===== src/rrtnn_pkg.sv =====
// Shared types, codes and helpers for the RRT node table with nearest search.
// Used by every module under src; no dependencies.
package rrtnn_pkg;

  localparam int DEPTH   = 64;
  localparam int CW      = 32;
  localparam int IDX_W   = $clog2(DEPTH);
  localparam int CNT_W   = IDX_W + 1;
  localparam int PROD_W  = 2 * CW;
  localparam int DIST_W  = PROD_W + 2;
  localparam int IN_DW   = 120;
  localparam int OUT_DW  = 128;

  typedef logic signed [CW-1:0] coord_t;
  typedef logic [IDX_W-1:0]     idx_t;
  typedef logic [CNT_W-1:0]     cnt_t;
  typedef logic [DIST_W-1:0]    dist_t;

  typedef struct packed {
    coord_t z;
    coord_t y;
    coord_t x;
  } crd_t;

  typedef enum logic [2:0] {
    F_ROOT, F_APPEND, F_REMOVE, F_READ, F_NEAREST, F_SETPAR, F_PATH, F_RDPAR
  } func_t;

  typedef enum logic [1:0] {
    ST_OK, ST_BAD_IDX, ST_FULL, ST_TOO_LONG
  } status_t;

  typedef enum logic [1:0] {
    CFG_ROOT_X, CFG_ROOT_Y, CFG_ROOT_Z
  } cfg_idx_t;

  typedef enum logic [3:0] {
    S_IDLE, S_DEC, S_REM_CAP, S_REM_WR, S_READ_CAP, S_RP_CHK,
    S_NN_LD, S_NN_DIST, S_PATH_CHK, S_POP_LD, S_OUT
  } state_t;

  // write-side controls for the node store
  typedef struct packed {
    logic crd_we;
    logic par_we;
    logic tag_we;
    logic stk_we;
    idx_t addr;
  } mem_wr_t;

  function automatic logic [CW-1:0] abs_diff(input coord_t a, input coord_t b);
    logic signed [CW:0] d;
    begin
      d = (a > b) ? ({a[CW-1], a} - {b[CW-1], b}) : ({b[CW-1], b} - {a[CW-1], a});
      return d[CW-1:0];
    end
  endfunction

endpackage


===== src/rrtnn_dist.sv =====
// Squared-distance unit: one shared multiplier squares one axis per cycle.
// sq_dist is valid while done is high. Uses rrtnn_pkg.
module rrtnn_dist (
  input  logic            clk,
  input  logic            rst_n,
  input  logic            start,
  input  rrtnn_pkg::crd_t node,
  input  rrtnn_pkg::crd_t query,
  output logic            done,
  output rrtnn_pkg::dist_t sq_dist
);
  import rrtnn_pkg::*;

  logic [CW-1:0]     d_r [3];
  logic [PROD_W-1:0] prod_r;
  dist_t             acc_r;
  logic [2:0]        cnt_r;
  logic              busy_r;

  assign done    = busy_r && (cnt_r == 3'd4);
  assign sq_dist = acc_r;

  always_ff @(posedge clk) begin
    if (!rst_n) begin
      busy_r <= 1'b0;
      cnt_r  <= '0;
    end else if (start) begin
      busy_r <= 1'b1;
      cnt_r  <= '0;
    end else if (busy_r) begin
      cnt_r <= cnt_r + 3'd1;
      if (done) busy_r <= 1'b0;
    end
  end

  always_ff @(posedge clk) begin
    if (start) begin
      d_r[0] <= abs_diff(node.x, query.x);
      d_r[1] <= abs_diff(node.y, query.y);
      d_r[2] <= abs_diff(node.z, query.z);
      acc_r  <= '0;
    end else if (busy_r) begin
      if (cnt_r < 3'd3) prod_r <= d_r[cnt_r[1:0]] * d_r[cnt_r[1:0]];
      if (cnt_r != 3'd0 && cnt_r < 3'd4) acc_r <= acc_r + DIST_W'(prod_r);
    end
  end

endmodule


===== config.mk =====
export PLATFORM = sky130hd
export DESIGN_NAME = rrtnn_dist
export DESIGN_NICKNAME = d
export VERILOG_FILES = /design/src/rrtnn_pkg.sv /design/src/rrtnn_dist.sv
export SDC_FILE = /design/constraint.sdc
export NUM_CORES = 2
export LEC_CHECK = 0
export ABC_CLOCK_PERIOD_IN_PS = 10850
export BUFFER_PORTS_ARGS = -buffer_cell sky130_fd_sc_hd__buf_4
export CORE_MARGIN = 5
export CORE_UTILIZATION = 47
export CTS_BUF_LIST = sky130_fd_sc_hd__clkbuf_16
export DETAILED_ROUTE_END_ITERATION = 7
export GPL_TIMING_DRIVEN = 0
export PLACE_DENSITY = 0.71
export SLEW_MARGIN = 20
export SYNTH_ARGS = -nofsm -noshare
export SYNTH_HDL_FRONTEND = slang
export SYNTH_SLANG_ARGS = --single-unit

===== constraint.sdc =====
create_clock -name clk -period 10.85 [get_ports clk]
set_input_delay 0.5425 -clock clk [delete_from_list [all_inputs] [get_ports clk]]
set_output_delay 0.5425 -clock clk [all_outputs]
set_load 0.01 [all_outputs]

* Yosys cells after proc, flatten, opt, wreduce, memory -nomap -nowiden *
Memories as Yosys holds them, arrays and structs flattened. A register that Yosys moved wholly into a read port is not among the register bits.
Cells that the tools add are included.
Widths: inputs -> output; s select.

operators by class
  equal/unequal tests = 1
  reduce and logical (&&, ||, !) cells = 6
  add/sub/neg operators = 8
  order comparisons = 5
  bitwise logic cells = 2
  multipliers = 1
  mux-type cells = 10

operators with widths
  kind                 count
  $sub 32x32->32       6
  $gt 32x32->1         3
  $mux 32              3
  $add 66x64->66       1
  $mul 32x32->64       1
  $mux 1               5
  $mux 2               2
  $add 3x1->3 const B  1
  $eq 3x3->1 const B   1
  $lt 3x2->1 const B   1
  $lt 3x3->1 const B   1
  $reduce_and 3->1     1
  $reduce_bool 3->1    1
  $logic_and 1x1->1    2
  $not 1->1            2
  $reduce_and 2->1     1
  $reduce_or 2->1      1

storage, ports and cells
  RAM bits = 96
  register bits after elaboration = 134
  input port bits = 195
  memories kept = 1
  output and inout port bits = 67
  word-level logic and storage cells = 38

memories
  name  words  width  read ports  clocked after Yosys merged registers in  wr ports  RTL line          text
  d_r   3      32     1           1                                        3         rrtnn_dist.sv:14  logic [CW-1:0] d_r [3];

* Longest topological paths before layout *
  depth in word-level cells = 5
  gate-level depth with buffers = 37
  depth with buffers taken out = 33

* Worst setup path after synthesis *
Ideal clock, no wire load.

  kind = register to register
  start point = register with a tool-made name
  end point = register prod_r[59] (data pin)
  clock period less this slack = 9189 ps
  path buffers = 6
  setup time = 258 ps
  arrival time = 8931 ps
  setup slack = 1661 ps
  required time = 10592 ps
  stages on the path, launching flop included = 35
  cell sequence = dfxtp_1 clkbuf_1 buf_1 buf_2 mux2i_1 o21ai_0 clkbuf_1 clkbuf_1 nand2_1 fa_1 fa_1 inv_1 fa_1 inv_1 fa_1 inv_1 fa_1 fa_1 fa_1 inv_1 fa_1 inv_1 ha_1 buf_2 a21o_1 a211oi_1 a211oi_1 nor3b_1 a22o_2 o31ai_4 a2111oi_0 nor2_1 a31oi_1 o21ai_1 xnor2_1

RTL lines
  item                  RTL line          text
  to (signal assigned)  rrtnn_dist.sv:43  if (cnt_r < 3'd3) prod_r <= d_r[cnt_r[1:0]] * d_r[cnt_r[1:0]];
  to (decl)             rrtnn_dist.sv:15  logic [PROD_W-1:0] prod_r;

==> metrics.yaml <==
wl_per_cell_um: 21.06
yosysMostFrequentCell: "inv_1"
clock_sinks: 231
synthCells: 5739
status: "finished, final reports clean"
dr_total_vias: 41170
clk_latency_ns: 0.59
tightest_slew_ns: 1.088
vias_per_cell: 5.521
critPathSlowestCell: "fa_1"
placedCellCount: 7409
postSynth.asyncResetShare_pct: 0
core-area_sq_mm: 0.1066
root_buffer: "clkbuf_16"
syn_area_sq_mm: 0.05028
setup_viol_count_final: 0
r2r_slack_ns: 0.21
grt_use_total_pct: 27.27
nets: 7567
gp_congestion: 1.016
cts_made_buffers: 27
start_util_pct: 47.17
post-dp-hpwl_mm: 132.7
cpMostUsedCell: "fa_1"
finalCritPeriodShare_pct: 98.08
endpoint_kind: "flip-flop"
port_buffers: 261
rsz0062_at_grt: "false"
worstPathRequired_ns: 11.23
timing.hold.ws_ns: 0.2035
synth_nets: 7274
wirelength_mm: 157.0
synth_cell_types: 88
antenna_left: 0
grt_pass1_wl_mm: 240.8
cap_viol_max_count: 0
stdcell_count: 7456
fmax_mhz: 93.97
grt_start_max_net_pins: 98
pin_count: 262
yosysSeqAreaShare_pct: 12.36
slew_viol_final: 0
ys_warn_count: 0
crit_type: "reg -> reg"
synth_edf_count: 159
rows: 120
fin_util_pct: 51.80
synth_commonest_cells: "inv_1 (1228), fa_1 (797), ha_1 (543), nand2_1 (484), nor2_1 (458)"
skew_ns: 0.01673
slew_headroom_pct: 27.49
gr-total-overflow: 0
drcViolationCount: 0
synthTopCellsByArea: "fa_1 (32%), ha_1 (14%), edfxtp_1 (9.5%)"
drive_gt1_share_pct: 8.163
drtIter0Drc: 3358
cts_max_level: 1
drt_first_pass_iters: 6
clockBufferDepth: 3
synth_top_area_cell: "fa_1"
fp.dieArea_sq_mm: 0.1136
synthToLayoutAreaGrowth_pct: 9.811
grt_pass1_vias: 42560
yosys.area.top_type_share_pct: 31.73
die_x_um: 337.1
worstSetupStartpointType: "flip-flop"
syn_area_per_cell_sq_um: 8.762
postCtsHoldBufs: 0
critical_path_arrival_ns: 11.02
ys_ff_latch: 231
finalHoldViolations: 0
crit_path_max_incr_delay_ns: 0.56
chipHeight_um: 337.1
antenna_found_initial: 2
layout_min_cycle_time_ns: 10.64
cts_tree: "yes"
crit_path_max_fanout: 10
synth_ff_type: "edfxtp_1"
hp-class: "in -> reg"
clk_pin_slew_ns: 0.06
==> per-layer routing <==
| metal | GRT usage [%] | wire length (um) | up-vias |
|---|---|---|---|
| li1 | - | - | 18900 |
| met1 | 35.11 | 62600 | 20040 |
| met2 | 45.30 | 73130 | 1837 |
| met3 | 5.880 | 14060 | 387 |
| met4 | 10.30 | 7198 | 2 |
| met5 | 0 | 13 | - |
==> cells by family after synthesis <==
group | share of synthesized area (%)
buffers and inverters | 11.18
adder cells (fa/ha/maj) | 45.24
AND/OR/NAND/NOR | 10.72
AO/OA/AOI/OAI | 14.68
XOR/XNOR | 4.320
flip-flops | 12.36
multiplexers | 1.495
==> layout by cell type, fill, tap and decap left out, types with 10 or more instances in the layout <==
master,netlist,final
o21ai_0,155,152
a211o_1,11,11
nand2_1,484,484
ha_1,543,543
buf_2,28,34
o211ai_1,26,26
a22o_1,19,19
a21oi_1,365,365
buf_6,6,11
edfxtp_1,159,159
or2_2,10,10
a221oi_1,12,12
inv_1,1228,1230
nor2_1,458,455
a211oi_1,43,41
a21o_1,221,221
buf_4,10,280
nor3_1,42,42
clkbuf_4,0,12
nand4_1,62,62
and3_1,28,28
o21a_1,49,44
and2_1,10,10
a31oi_1,28,27
o21ai_1,26,18
clkbuf_1,168,124
nand3_1,45,45
nand2b_1,28,28
xnor2_1,142,142
clkbuf_16,0,27
xor2_1,106,106
dfxtp_1,72,71
clkbuf_2,1,27
a21boi_0,11,11
o21bai_1,54,54
fa_1,797,797
o31ai_1,20,19
mux2i_1,65,65
nor2b_1,44,44
==> through the flow <==
step / area, sq um / worst slack (ns) / TNS, ns
6_report: 55220 / 0.2087 / 0
5_1_grt: 55210 / 0.008072 / 0
4_1_cts: 55100 / 0.01005 / 0
3_5_place_dp: 54100 / -1.616 / -27.41
3_3_place_gp: 54000 / -1.600 / -27.84
2_1_floorplan: 50280 / 1.661 / 0
==> timing repair <==
action,CTS,global route
cloned,0,0
pin swaps,1,0
setup buffers,2,4
endpoints found under the setup margin,34,18
gates resized for setup,61,84
==> critical path, delay by kind of cell, from the launching register on <==
family	cells	cell delay [ns]
adder cells (fa/ha/maj)	9	4.44
AO/OA/AOI/OAI	9	2.47
buffers and inverters	9	1.94
AND/OR/NAND/NOR	4	0.86
flip-flops	1	0.44
multiplexers	1	0.30
==> registers in the layout, indices dropped and copies added, names as in the netlist, named ones only <==
register,cells
d_r,96
sq_dist,66
cnt_r,3
prod_r,63
busy_r,1
==> cell type report <==
type	count	area (sq um)
Inverter	1234	4647
Clock inverter	22	226.5
Tap cell	1403	1755
Buffer	223	1065
Multi-Input combinational cell	4042	38550
Timing Repair Buffer	273	2076
Antenna cell	1	2.502
Sequential cell	231	6217
Clock buffer	27	675.6
Fill cell	10020	51390
==> worst paths after layout <==
path / startpoint / end / cells after the start
min: rst_n / busy_r$_SDFF_PN0_ / 2
max reg2reg: flip-flop / prod_r[63]$_DFFE_PP_ / 32
min reg2reg: sq_dist[14]$_SDFFE_PP0P_ / sq_dist[14]$_SDFFE_PP0P_ / 2
max: flip-flop / prod_r[63]$_DFFE_PP_ / 32
Power is not shown: default switching activity piles up to over one toggle a cycle in this logic, so the estimate is an artifact.
